`config.mk`:
```
export PLATFORM = sky130hd
export DESIGN_NAME = sma_seeded_ema_filter
export DESIGN_NICKNAME = d
export VERILOG_FILES = /design/src/sv/ssef_pkg.sv /design/src/sv/ssef_ctrl.sv /design/src/sv/ssef_dpath.sv /design/src/sv/sma_seeded_ema_filter.sv
export VERILOG_INCLUDE_DIRS = /design/src /design/src/sv
export SDC_FILE = /design/constraint.sdc
export NUM_CORES = 2
export LEC_CHECK = 0
export BUFFER_PORTS_ARGS = -buffer_cell sky130_fd_sc_hd__buf_2
export CAP_MARGIN = 20
export CORE_MARGIN = 1
export CORE_UTILIZATION = 65
export DETAILED_ROUTE_END_ITERATION = 7
export PLACE_DENSITY = 0.92
export SYNTH_ARGS = -nofsm -noshare
export SYNTH_HDL_FRONTEND = slang
export SYNTH_HIERARCHICAL = 1
export SYNTH_SLANG_ARGS = --single-unit
export TNS_END_PERCENT = 20
```
`constraint.sdc`:
```
create_clock -name clk -period 21.3 [get_ports clk]
set_input_delay 3.195 -clock clk [delete_from_list [all_inputs] [get_ports clk]]
set_output_delay 3.195 -clock clk [all_outputs]
set_load 0.02 [all_outputs]
```
`src/sv/sma_seeded_ema_filter_macros.svh`:
```
// assertion macros for the sma seeded ema filter
// used by the top level only; no other dependencies
`ifndef SMA_SEEDED_EMA_FILTER_MACROS_SVH
`define SMA_SEEDED_EMA_FILTER_MACROS_SVH

// same-cycle implication, off during reset
`define SSEF_ASSERT_IMP(lbl, clk, rst_n, ante, cons) \
  lbl: assert property (@(posedge clk) disable iff (!rst_n) (ante) |-> (cons)) \
    else $error("same-cycle check failed");

// next-cycle implication, off during reset
`define SSEF_ASSERT_NEXT(lbl, clk, rst_n, ante, cons) \
  lbl: assert property (@(posedge clk) disable iff (!rst_n) (ante) |=> (cons)) \
    else $error("next-cycle check failed");

`endif

```
`src/sv/ssef_pkg.sv`:
```
// shared types and constants for the sma seeded ema filter
// no dependencies
`default_nettype none

package ssef_pkg;

  // sample format and window limits
  localparam int SAMPLE_BITS = 32;
  localparam int FRAC_BITS   = 16;
  localparam int MAX_WINDOW  = 1024;
  localparam int WIN_W       = 11;
  localparam int ALPHA_W     = 17;

  // configuration port
  localparam int CFG_IDX_W  = 1;
  localparam int CFG_DATA_W = 17;
  localparam logic [CFG_IDX_W-1:0] CFG_WINDOW = 1'd0;
  localparam logic [CFG_IDX_W-1:0] CFG_ALPHA  = 1'd1;

  localparam logic [WIN_W-1:0]   WIN_RESET   = 11'd30;
  localparam logic [WIN_W-1:0]   WIN_MAX     = WIN_W'(MAX_WINDOW);
  localparam logic [ALPHA_W-1:0] ALPHA_RESET = 17'd4228;
  localparam logic [ALPHA_W-1:0] ALPHA_ONE   = 17'd65536;

  // seed sum and divider sizes
  localparam int SUM_W  = SAMPLE_BITS + $clog2(MAX_WINDOW);
  localparam int DIV_W  = SUM_W + 1;
  localparam int DCNT_W = $clog2(DIV_W);
  localparam int DVSR_W = WIN_W + 1;

  // controller to datapath commands
  typedef struct packed {
    logic load_in;
    logic acc;
    logic mul;
    logic seed_load;
    logic div_step;
    logic ema_upd;
    logic res_load;
  } ssef_cmd_t;

  // datapath to controller status
  typedef struct packed {
    logic missing;
    logic seeded;
    logic seed_hit;
    logic div_last;
    logic out_free;
  } ssef_sts_t;

endpackage

`default_nettype wire

```
`src/sv/ssef_ctrl.sv`:
```
// sequencing state machine for the sma seeded ema filter
// depends on ssef_pkg for command and status types
`default_nettype none

module ssef_ctrl import ssef_pkg::*; (
  input  wire logic      clk,
  input  wire logic      rst_n,
  input  wire logic      in_valid,
  output logic           in_stall,
  output ssef_cmd_t      cmd,
  input  wire ssef_sts_t sts
);

  localparam logic [2:0] S_IDLE = 3'd0;
  localparam logic [2:0] S_EXEC = 3'd1;
  localparam logic [2:0] S_UPD  = 3'd2;
  localparam logic [2:0] S_SEED = 3'd3;
  localparam logic [2:0] S_DIV  = 3'd4;
  localparam logic [2:0] S_RES  = 3'd5;

  logic [2:0] state_r;
  logic [2:0] state_nxt;

  // next state and commands
  always_comb begin
    state_nxt = state_r;
    cmd       = '0;
    case (state_r)
      S_IDLE: begin
        if (in_valid) begin
          cmd.load_in = 1'b1;
          state_nxt   = S_EXEC;
        end
      end
      S_EXEC: begin
        if (sts.missing) begin
          state_nxt = S_RES;
        end else if (sts.seeded) begin
          cmd.mul   = 1'b1;
          state_nxt = S_UPD;
        end else begin
          cmd.acc   = 1'b1;
          state_nxt = sts.seed_hit ? S_SEED : S_RES;
        end
      end
      S_UPD: begin
        cmd.ema_upd = 1'b1;
        state_nxt   = S_RES;
      end
      S_SEED: begin
        cmd.seed_load = 1'b1;
        state_nxt     = S_DIV;
      end
      S_DIV: begin
        cmd.div_step = 1'b1;
        if (sts.div_last) begin
          state_nxt = S_RES;
        end
      end
      S_RES: begin
        if (sts.out_free) begin
          cmd.res_load = 1'b1;
          state_nxt    = S_IDLE;
        end
      end
      default: begin
        state_nxt = S_IDLE;
      end
    endcase
  end

  always_ff @(posedge clk) begin
    if (!rst_n) begin
      state_r <= S_IDLE;
    end else begin
      state_r <= state_nxt;
    end
  end

  // one request in flight at a time
  assign in_stall = (state_r != S_IDLE);

endmodule

`default_nettype wire

```
`src/sv/ssef_dpath.sv`:
```
// datapath for the sma seeded ema filter: config, seed sum, divider, ema update
// depends on ssef_pkg for constants and command and status types
`default_nettype none

module ssef_dpath import ssef_pkg::*; (
  input  wire logic                          clk,
  input  wire logic                          rst_n,
  input  wire logic                          cfg_wr_en,
  input  wire logic [CFG_IDX_W-1:0]          cfg_index,
  input  wire logic [CFG_DATA_W-1:0]         cfg_wr_data,
  input  wire logic signed [SAMPLE_BITS-1:0] in_sample_value,
  input  wire logic                          in_sample_missing,
  input  wire ssef_cmd_t                     cmd,
  output ssef_sts_t                          sts,
  output logic                               out_valid,
  input  wire logic                          out_stall,
  output logic signed [SAMPLE_BITS-1:0]      out_average_value,
  output logic                               out_average_ready
);

  localparam int DIFF_W = SAMPLE_BITS + 1;
  localparam int HI_W   = DIFF_W - FRAC_BITS;
  localparam int PHI_W  = ALPHA_W + 1 + HI_W;
  localparam int PLO_W  = ALPHA_W + FRAC_BITS;
  localparam int STEP_W = PHI_W + 1;
  localparam int NUM_W  = DIV_W + 1;
  localparam logic [PLO_W:0] HALF_LSB = (PLO_W+1)'(1) << (FRAC_BITS - 1);

  // configuration registers
  logic [WIN_W-1:0]   window_r;
  logic [ALPHA_W-1:0] alpha_r;

  // captured request
  logic signed [SAMPLE_BITS-1:0] x_r;
  logic                          missing_r;

  // filter state
  logic [WIN_W-1:0]              count_r;
  logic signed [SUM_W-1:0]       sum_r;
  logic signed [SAMPLE_BITS-1:0] avg_r;
  logic                          seeded_r;

  // multiplier products
  logic signed [PHI_W-1:0] p_hi_r;
  logic [PLO_W-1:0]        p_lo_r;

  // divider
  logic [DVSR_W-1:0] rem_r;
  logic [DIV_W-1:0]  quo_r;
  logic              neg_r;
  logic [DCNT_W-1:0] dcnt_r;
  logic [DVSR_W-1:0] dvsr_r;

  // result register
  logic                          out_valid_r;
  logic signed [SAMPLE_BITS-1:0] out_value_r;
  logic                          out_ready_r;

  logic [WIN_W-1:0]              w_eff;
  logic [WIN_W-1:0]              count_inc;
  logic signed [SUM_W-1:0]       sum_nxt;
  logic signed [NUM_W-1:0]       num;
  logic [DIV_W-1:0]              num_mag;
  logic [DVSR_W:0]               trial;
  logic [DVSR_W:0]               trial_sub;
  logic                          fits;
  logic [DVSR_W-1:0]             rem_nxt;
  logic [DIV_W-1:0]              quo_nxt;
  logic signed [SAMPLE_BITS-1:0] seed_val;
  logic [ALPHA_W-1:0]            a_sat;
  logic signed [DIFF_W-1:0]      diff;
  logic signed [HI_W-1:0]        diff_hi;
  logic [FRAC_BITS-1:0]          diff_lo;
  logic signed [PHI_W-1:0]       p_hi_nxt;
  logic [PLO_W-1:0]              p_lo_nxt;
  logic [PLO_W:0]                lo_round;
  logic signed [STEP_W-1:0]      step;
  logic signed [SAMPLE_BITS-1:0] avg_upd;

  // effective window: zero acts as one, clamp to the maximum
  always_comb begin
    if (window_r == '0) begin
      w_eff = WIN_W'(1);
    end else if (window_r > WIN_MAX) begin
      w_eff = WIN_MAX;
    end else begin
      w_eff = window_r;
    end
  end

  // seed accumulation
  assign count_inc = count_r + WIN_W'(1);
  assign sum_nxt   = sum_r + {{(SUM_W-SAMPLE_BITS){x_r[SAMPLE_BITS-1]}}, x_r};

  // rounded mean as floor((2*sum + w) / 2w), sign folded by complement
  assign num     = {sum_r[SUM_W-1], sum_r, 1'b0} + NUM_W'(w_eff);
  assign num_mag = num[NUM_W-1] ? ~num[DIV_W-1:0] : num[DIV_W-1:0];

  // one restoring divide step
  assign trial     = {rem_r, quo_r[DIV_W-1]};
  assign trial_sub = trial - {1'b0, dvsr_r};
  assign fits      = (trial >= {1'b0, dvsr_r});
  assign rem_nxt   = fits ? trial_sub[DVSR_W-1:0] : trial[DVSR_W-1:0];
  assign quo_nxt   = {quo_r[DIV_W-2:0], fits};
  assign seed_val  = neg_r ? ~quo_nxt[SAMPLE_BITS-1:0] : quo_nxt[SAMPLE_BITS-1:0];

  // ema products: alpha times upper and lower halves of the difference
  assign a_sat    = (alpha_r > ALPHA_ONE) ? ALPHA_ONE : alpha_r;
  assign diff     = {x_r[SAMPLE_BITS-1], x_r} - {avg_r[SAMPLE_BITS-1], avg_r};
  assign diff_hi  = diff[DIFF_W-1:FRAC_BITS];
  assign diff_lo  = diff[FRAC_BITS-1:0];
  assign p_hi_nxt = $signed({1'b0, a_sat}) * diff_hi;
  assign p_lo_nxt = a_sat * diff_lo;

  // rounded step, average wraps back into sample width
  assign lo_round = {1'b0, p_lo_r} + HALF_LSB;
  assign step     = {p_hi_r[PHI_W-1], p_hi_r}
                  + $signed(STEP_W'(lo_round[PLO_W:FRAC_BITS]));
  assign avg_upd  = avg_r + step[SAMPLE_BITS-1:0];

  // config writes
  always_ff @(posedge clk) begin
    if (!rst_n) begin
      window_r <= WIN_RESET;
      alpha_r  <= ALPHA_RESET;
    end else if (cfg_wr_en) begin
      case (cfg_index)
        CFG_WINDOW: window_r <= cfg_wr_data[WIN_W-1:0];
        CFG_ALPHA:  alpha_r  <= cfg_wr_data[ALPHA_W-1:0];
        default:    ;
      endcase
    end
  end

  // request capture, products and divider payload
  always_ff @(posedge clk) begin
    if (cmd.load_in) begin
      x_r       <= in_sample_value;
      missing_r <= in_sample_missing;
    end
    if (cmd.mul) begin
      p_hi_r <= p_hi_nxt;
      p_lo_r <= p_lo_nxt;
    end
    if (cmd.seed_load) begin
      rem_r  <= '0;
      quo_r  <= num_mag;
      neg_r  <= num[NUM_W-1];
      dcnt_r <= DCNT_W'(DIV_W - 1);
      dvsr_r <= {w_eff, 1'b0};
    end else if (cmd.div_step) begin
      rem_r  <= rem_nxt;
      quo_r  <= quo_nxt;
      dcnt_r <= dcnt_r - DCNT_W'(1);
    end
  end

  // filter state
  always_ff @(posedge clk) begin
    if (!rst_n) begin
      count_r  <= '0;
      sum_r    <= '0;
      avg_r    <= '0;
      seeded_r <= 1'b0;
    end else begin
      if (cmd.acc) begin
        count_r <= count_inc;
        sum_r   <= sum_nxt;
      end
      if (cmd.div_step && (dcnt_r == '0)) begin
        avg_r    <= seed_val;
        seeded_r <= 1'b1;
      end else if (cmd.ema_upd) begin
        avg_r <= avg_upd;
      end
    end
  end

  // result register
  always_ff @(posedge clk) begin
    if (!rst_n) begin
      out_valid_r <= 1'b0;
    end else if (cmd.res_load) begin
      out_valid_r <= 1'b1;
    end else if (!out_stall) begin
      out_valid_r <= 1'b0;
    end
  end

  always_ff @(posedge clk) begin
    if (cmd.res_load) begin
      out_value_r <= (missing_r || !seeded_r) ? '0 : avg_r;
      out_ready_r <= !missing_r && seeded_r;
    end
  end

  // status to controller
  always_comb begin
    sts.missing  = missing_r;
    sts.seeded   = seeded_r;
    sts.seed_hit = (count_inc >= w_eff);
    sts.div_last = (dcnt_r == '0);
    sts.out_free = !out_valid_r || !out_stall;
  end

  assign out_valid         = out_valid_r;
  assign out_average_value = out_value_r;
  assign out_average_ready = out_ready_r;

endmodule

`default_nettype wire

```
`src/sv/sma_seeded_ema_filter.sv`:
```
// Exponential moving average over signed Q16.16 samples, seeded by the
// rounded mean of the first window_length valid samples; missing samples
// give a zero, not-ready result and leave the state alone. One request is
// worked at a time: a missing sample or a seeding-phase sample goes from
// the execute state to the result state, an ema update first registers
// the two alpha products and then does the rounded add, and the sample that
// completes the window also runs the one-bit-per-cycle restoring divider
// that forms the seed over 43 quotient bits. A new request is taken
// the cycle after the result is loaded, even while that result still waits.
// Config writes reach window_length at index 0 and smoothing_factor at 1.
`default_nettype none
`include "sma_seeded_ema_filter_macros.svh"

module sma_seeded_ema_filter import ssef_pkg::*; (
  input  wire logic                          clk,
  input  wire logic                          rst_n,
  input  wire logic                          cfg_wr_en,
  input  wire logic [CFG_IDX_W-1:0]          cfg_index,
  input  wire logic [CFG_DATA_W-1:0]         cfg_wr_data,
  input  wire logic                          in_valid,
  output logic                               in_stall,
  input  wire logic signed [SAMPLE_BITS-1:0] in_sample_value,
  input  wire logic                          in_sample_missing,
  output logic                               out_valid,
  input  wire logic                          out_stall,
  output logic signed [SAMPLE_BITS-1:0]      out_average_value,
  output logic                               out_average_ready
);

  ssef_cmd_t cmd;
  ssef_sts_t sts;

  // sequencer
  ssef_ctrl u_ctrl (
    .clk      (clk),
    .rst_n    (rst_n),
    .in_valid (in_valid),
    .in_stall (in_stall),
    .cmd      (cmd),
    .sts      (sts)
  );

  // arithmetic and state
  ssef_dpath u_dpath (
    .clk               (clk),
    .rst_n             (rst_n),
    .cfg_wr_en         (cfg_wr_en),
    .cfg_index         (cfg_index),
    .cfg_wr_data       (cfg_wr_data),
    .in_sample_value   (in_sample_value),
    .in_sample_missing (in_sample_missing),
    .cmd               (cmd),
    .sts               (sts),
    .out_valid         (out_valid),
    .out_stall         (out_stall),
    .out_average_value (out_average_value),
    .out_average_ready (out_average_ready)
  );

  // checks
  `SSEF_ASSERT_NEXT(a_seed_sticky, clk, rst_n, sts.seeded, sts.seeded)
  `SSEF_ASSERT_IMP(a_no_overwrite, clk, rst_n, cmd.res_load, sts.out_free)
  `SSEF_ASSERT_IMP(a_not_ready_zero, clk, rst_n, out_valid && !out_average_ready, out_average_value == '0)
  `SSEF_ASSERT_NEXT(a_busy_after_accept, clk, rst_n, in_valid && !in_stall, in_stall)

endmodule

`default_nettype wire

```
==> impl.org <==
** Setup path
- Of all nets on the critical path, the largest fanout is 17.
- Critical-path cell with the highest stage delay :: sky130_fd_sc_hd__nor4_1
- Tracing the worst setup path back leads to its startpoint at u_dpath/avg_r[1]$_SDFFE_PN0P_.
- Worst endpoint data arrival time :: 10.23 ns
- For this run, the slowest stage of the critical path takes 0.76 ns.
- The worst setup path is of the reg2reg kind.
- STA classifies the critical path startpoint as a flip-flop.
- Most common cell type on the critical path :: sky130_fd_sc_hd__fa_1
- For the worst setup path, the data required time is 21.57 ns.
- Worst reg2reg setup slack :: 11.34 ns
- Startpoint of the worst register-to-register path :: u_dpath/avg_r[1]$_SDFFE_PN0P_
- In this run the critical register-to-register path is captured at u_dpath/p_hi_r[31]$_DFFE_PP_.
- Capturing element of the worst setup path :: u_dpath/p_hi_r[31]$_DFFE_PP_
- The number of cells on the worst reg-to-reg path is 31.
- STA classifies the critical path endpoint as a flip-flop.

** Logic synthesis
- Sequential element share of the synthesized area :: ~21%
- Fraction of synthesis flops using an asynchronous set or reset pin :: 0%
- The average instance in the mapped netlist occupies approximately 8.9 sq um.
- Summed over its instances, the top area cell type makes up 23.9% of the synthesized netlist area.
- Post-synth EDFFs :: about 170
- Area of the mapped netlist :: 0.0380 sq mm
- Synth cell types :: 91
- Synthesis handed over a netlist of 4263 instances.
- Most used flip-flop cell after synthesis :: sky130_fd_sc_hd__edfxtp_1
- The number of nets handed over by synthesis was 5137.
- The synthesized design contains 307 register bits.
- Yosys printed 6 warnings.
- The biggest area contributor in the post-synthesis netlist is sky130_fd_sc_hd__fa_1.
- Cell types occupying the most area after synthesis :: sky130_fd_sc_hd__fa_1, sky130_fd_sc_hd__edfxtp_1, sky130_fd_sc_hd__ha_1, sky130_fd_sc_hd__dfxtp_1, sky130_fd_sc_hd__inv_1

** Timing
- Static timing analysis puts the maximum clock frequency at ~100 MHz.
- Max-slew violation total from the final report :: 0
- At the pin with the least slew margin, the transition time is 1.21 ns.
- In the finished design, the share of the clock period the worst path needs comes to 46.8%.
- Worst Slack Setup Final :: 11.34 ns
- The worst path needs about 10 ns of the cycle, external delays included.
- Unrepaired setup endpoints after global routing :: false
- WHS :: 0.470 ns
- Tightest slew margin relative to the limit :: 18.9%
- The count of final hold-check violations is 0.
- Setup total negative slack on the finished layout was measured at 0 ns.
- Post-route clock skew :: 0.0359 ns
- Final count of negative-setup-slack endpoints :: 0

** CTS
- Maximum buffer depth of the clock tree :: 3
- H-tree levels :: 2
- Clock transition at the registers of the reported paths :: 0.07 ns
- The later pin in the worst-skew pair is clocked with a latency of 0.55 ns.
- The root buffer cell chosen for the clock tree is sky130_fd_sc_hd__clkbuf_16.
- CTS tree :: yes
- Total CTS buffers :: 34
- Once the clock tree was built, the resizer swapped 0 gates to a different size.
- Once the clock tree was built, the setup fixing pass inserted 0 buffers.
- Hold-fix buffers, CTS :: 0
- The tree built by TritonCTS fans out to between 300 and 400 sinks.

** Drt
- Number of nets with antenna violations after detailed routing :: 0
- After detailed routing, the number of remaining DRC violations is 0.
- Number of search-and-repair iterations in the first detailed-routing pass :: 8
- Via density per instance :: between 6 and 7
- Sum of routed wire length over all layers :: 104000 microns
- Dividing the detail-routed wire length by the instance count gives between 20 and 25 microns.
- Initial drt markers :: approximately 2.7k
- Via Count :: 31.1k

** Cells and area
- At the end of the flow the core is filled with cells to 69.8%.
- Fraction of final layout cells with drive strength greater than 1 :: 6.52%
- Leaving out fill and tap cells, the most frequent cells in the layout are sky130_fd_sc_hd__inv_1, sky130_fd_sc_hd__nand2_1, sky130_fd_sc_hd__fa_1.
- Cell area after layout :: 0.0404 sq mm
- The layout has about 4k filler cells.
- Count of nets after finishing :: 5155
- The count of cells in the finished layout, fillers not included, comes to ~5.1k.
- Area growth from synthesis to final layout :: 6.14%
- Leaving out fill and tap cells, the most frequent cell in the layout is sky130_fd_sc_hd__inv_1.

** Global route
- Global-route wire length before repair :: 166000 microns
- Pin count of the biggest net entering global routing :: 80
- The initial antenna violation count came to 1.
- The total overflow left after global routing is 0.
- Global-route usage over all layers :: 35.3%
- The number of global-route vias before repair came to about 32k.

** Power and ir drop
- The share of total power dissipated in sequential elements is 16.9%.
- In this run the power density over the cells is 126 mW/mm^2.
- Total Power Consumption :: 5.07 mW
- Combinational cells account for 71.2% of the total power.
- Internal cell power :: 2.59 mW
- Net switching share of the total power :: 48.9%
- The clock network is responsible for 11.9% of the overall power.
- The analysis attributes to cell leakage a power of ~19 nW.
- Worst IR drop on VDD :: ~0.16 mV
- NetSw :: 2.48 mW

** Floorplan
- The floorplan has between 80 and 90 rows.
- Horiz. Die Dim :: 244 microns
- Number of top-level pins :: 91
- For this configuration, the core starts out at a cell density of 65.8%.
- Die Outline Area :: 0.0595 sq mm
- Core Box Area :: 0.0578 sq mm
- The die is 244 microns tall.

** Place
- Count of input and output buffers :: 90
- # placed instances :: 5006
- After detailed placement, the total cell area comes to roughly 0.04 sq mm.
- Before CTS, the worst setup slack after placement is 11.61 ns.
- Dpl hpwl :: 79100 microns
- Gp weighted congestion :: between 0.9 and 1

** Min path
- Number of instances on the worst hold path :: 2
- Path category of the worst min-delay check :: reg2reg

** Run status
- Result of the run :: complete, no violations

** Run
- Number of max-capacitance violations reported :: 0
-- sequential cells by signal, summed over array words and instances, names as in the netlist --
register and count:
u_dpath/quo_r 43, u_dpath/avg_r 32, u_dpath/seeded_r 1, u_ctrl/state_r 3, u_dpath/p_lo_r 18, u_dpath/sum_r 42, u_dpath/p_hi_r 32, u_dpath/out_average_value 32
u_dpath/rem_r 12, u_dpath/out_average_ready 1, u_dpath/dvsr_r 11, u_dpath/dcnt_r 6, u_dpath/out_valid 1, u_dpath/neg_r 1, u_dpath/x_r 32, u_dpath/missing_r 1
u_dpath/window_r 11, u_dpath/alpha_r 17, u_dpath/count_r 11
-- critical path: cells and delay by family, from the launching register on --
kind | cells | cell delay (ns)
adders and majority gates | 8 | 3.64
AOI/OAI and AO/OA | 11 | 3.10
and+or+nand+nor | 4 | 1.29
xor gates and xnor gates | 3 | 0.93
DFF | 1 | 0.37
buffers and inverters | 5 | 0.33
-- power by group through the flow --
stage          Combinational (mW)  Clock, mW  Sequential, mW
3_3_place_gp                 3.32          0           0.865
6_report                     3.61      0.602           0.858
2_1_floorplan                2.63          0           0.851
4_1_cts                      3.52      0.609           0.856
3_5_place_dp                 3.48          0           0.867
5_1_grt                      4.00      0.629           0.862
-- metal layers --
| layer | GRT usage (%) | share of wire, % |
|---|---|---|
| met1 | 43.9 | 37 |
| met2 | 58.0 | 46 |
| met3 | 6.03 | 10 |
| met4 | 20.9 | 6.3 |
| met5 | 0 | 0 |
-- layout make-up --
class	count	area, sq um	area share, %
Multi-Input combinational cell	3090	26900	66.6
Antenna cell	2	5.00	0.0124
Timing Repair Buffer	146	891	2.21
Clock inverter	16	144	0.356
Sequential cell	307	7860	19.5
Inverter	702	2640	6.53
Clock buffer	46	990	2.45
Tap cell	765	957	2.37
-- synthesized netlist by cell type, types with 21 or more instances --
cell / count
sky130_fd_sc_hd__mux2_2: 32
sky130_fd_sc_hd__nor2_1: 401
sky130_fd_sc_hd__and3_1: 41
sky130_fd_sc_hd__nand2b_1: 57
sky130_fd_sc_hd__edfxtp_1: 171
sky130_fd_sc_hd__nand2_1: 495
sky130_fd_sc_hd__o21ai_0: 111
sky130_fd_sc_hd__xor2_1: 91
sky130_fd_sc_hd__ha_1: 364
sky130_fd_sc_hd__nand4_1: 25
sky130_fd_sc_hd__and2_1: 79
sky130_fd_sc_hd__inv_1: 700
sky130_fd_sc_hd__o21bai_1: 21
sky130_fd_sc_hd__nor3_1: 33
sky130_fd_sc_hd__a21o_1: 70
sky130_fd_sc_hd__a211oi_1: 41
sky130_fd_sc_hd__mux2i_1: 45
sky130_fd_sc_hd__xnor2_1: 185
sky130_fd_sc_hd__clkbuf_1: 136
sky130_fd_sc_hd__nor2b_1: 27
sky130_fd_sc_hd__o211ai_1: 22
sky130_fd_sc_hd__dfxtp_1: 136
sky130_fd_sc_hd__nand3_1: 76
sky130_fd_sc_hd__a21oi_1: 197
sky130_fd_sc_hd__fa_1: 454
-- kinds of logic after synthesis --
logic type,Yosys count,synth area share (%)
simple gates,1299,15.3
mux,77,2.13
buf+inv,866,8.82
fa+ha+maj,818,35.9
compound gates,616,10.6
flops,307,20.7
xor+xnor,280,6.58
-- how the worst min path moves through the flow --
stage	from	to
finish	u_dpath/rem_r[11]$_SDFFE_PP0P_	u_dpath/rem_r[11]$_SDFFE_PP0P_
global placement	u_dpath/rem_r[11]$_SDFFE_PP0P_	u_dpath/rem_r[11]$_SDFFE_PP0P_
floorplan	u_dpath/rem_r[11]$_SDFFE_PP0P_	u_dpath/rem_r[11]$_SDFFE_PP0P_
CTS	u_dpath/rem_r[11]$_SDFFE_PP0P_	u_dpath/rem_r[11]$_SDFFE_PP0P_
global route	u_dpath/rem_r[11]$_SDFFE_PP0P_	u_dpath/rem_r[11]$_SDFFE_PP0P_
detailed placement	u_dpath/rem_r[11]$_SDFFE_PP0P_	u_dpath/rem_r[11]$_SDFFE_PP0P_
Note: power is estimated with default switching activity, not from simulation.
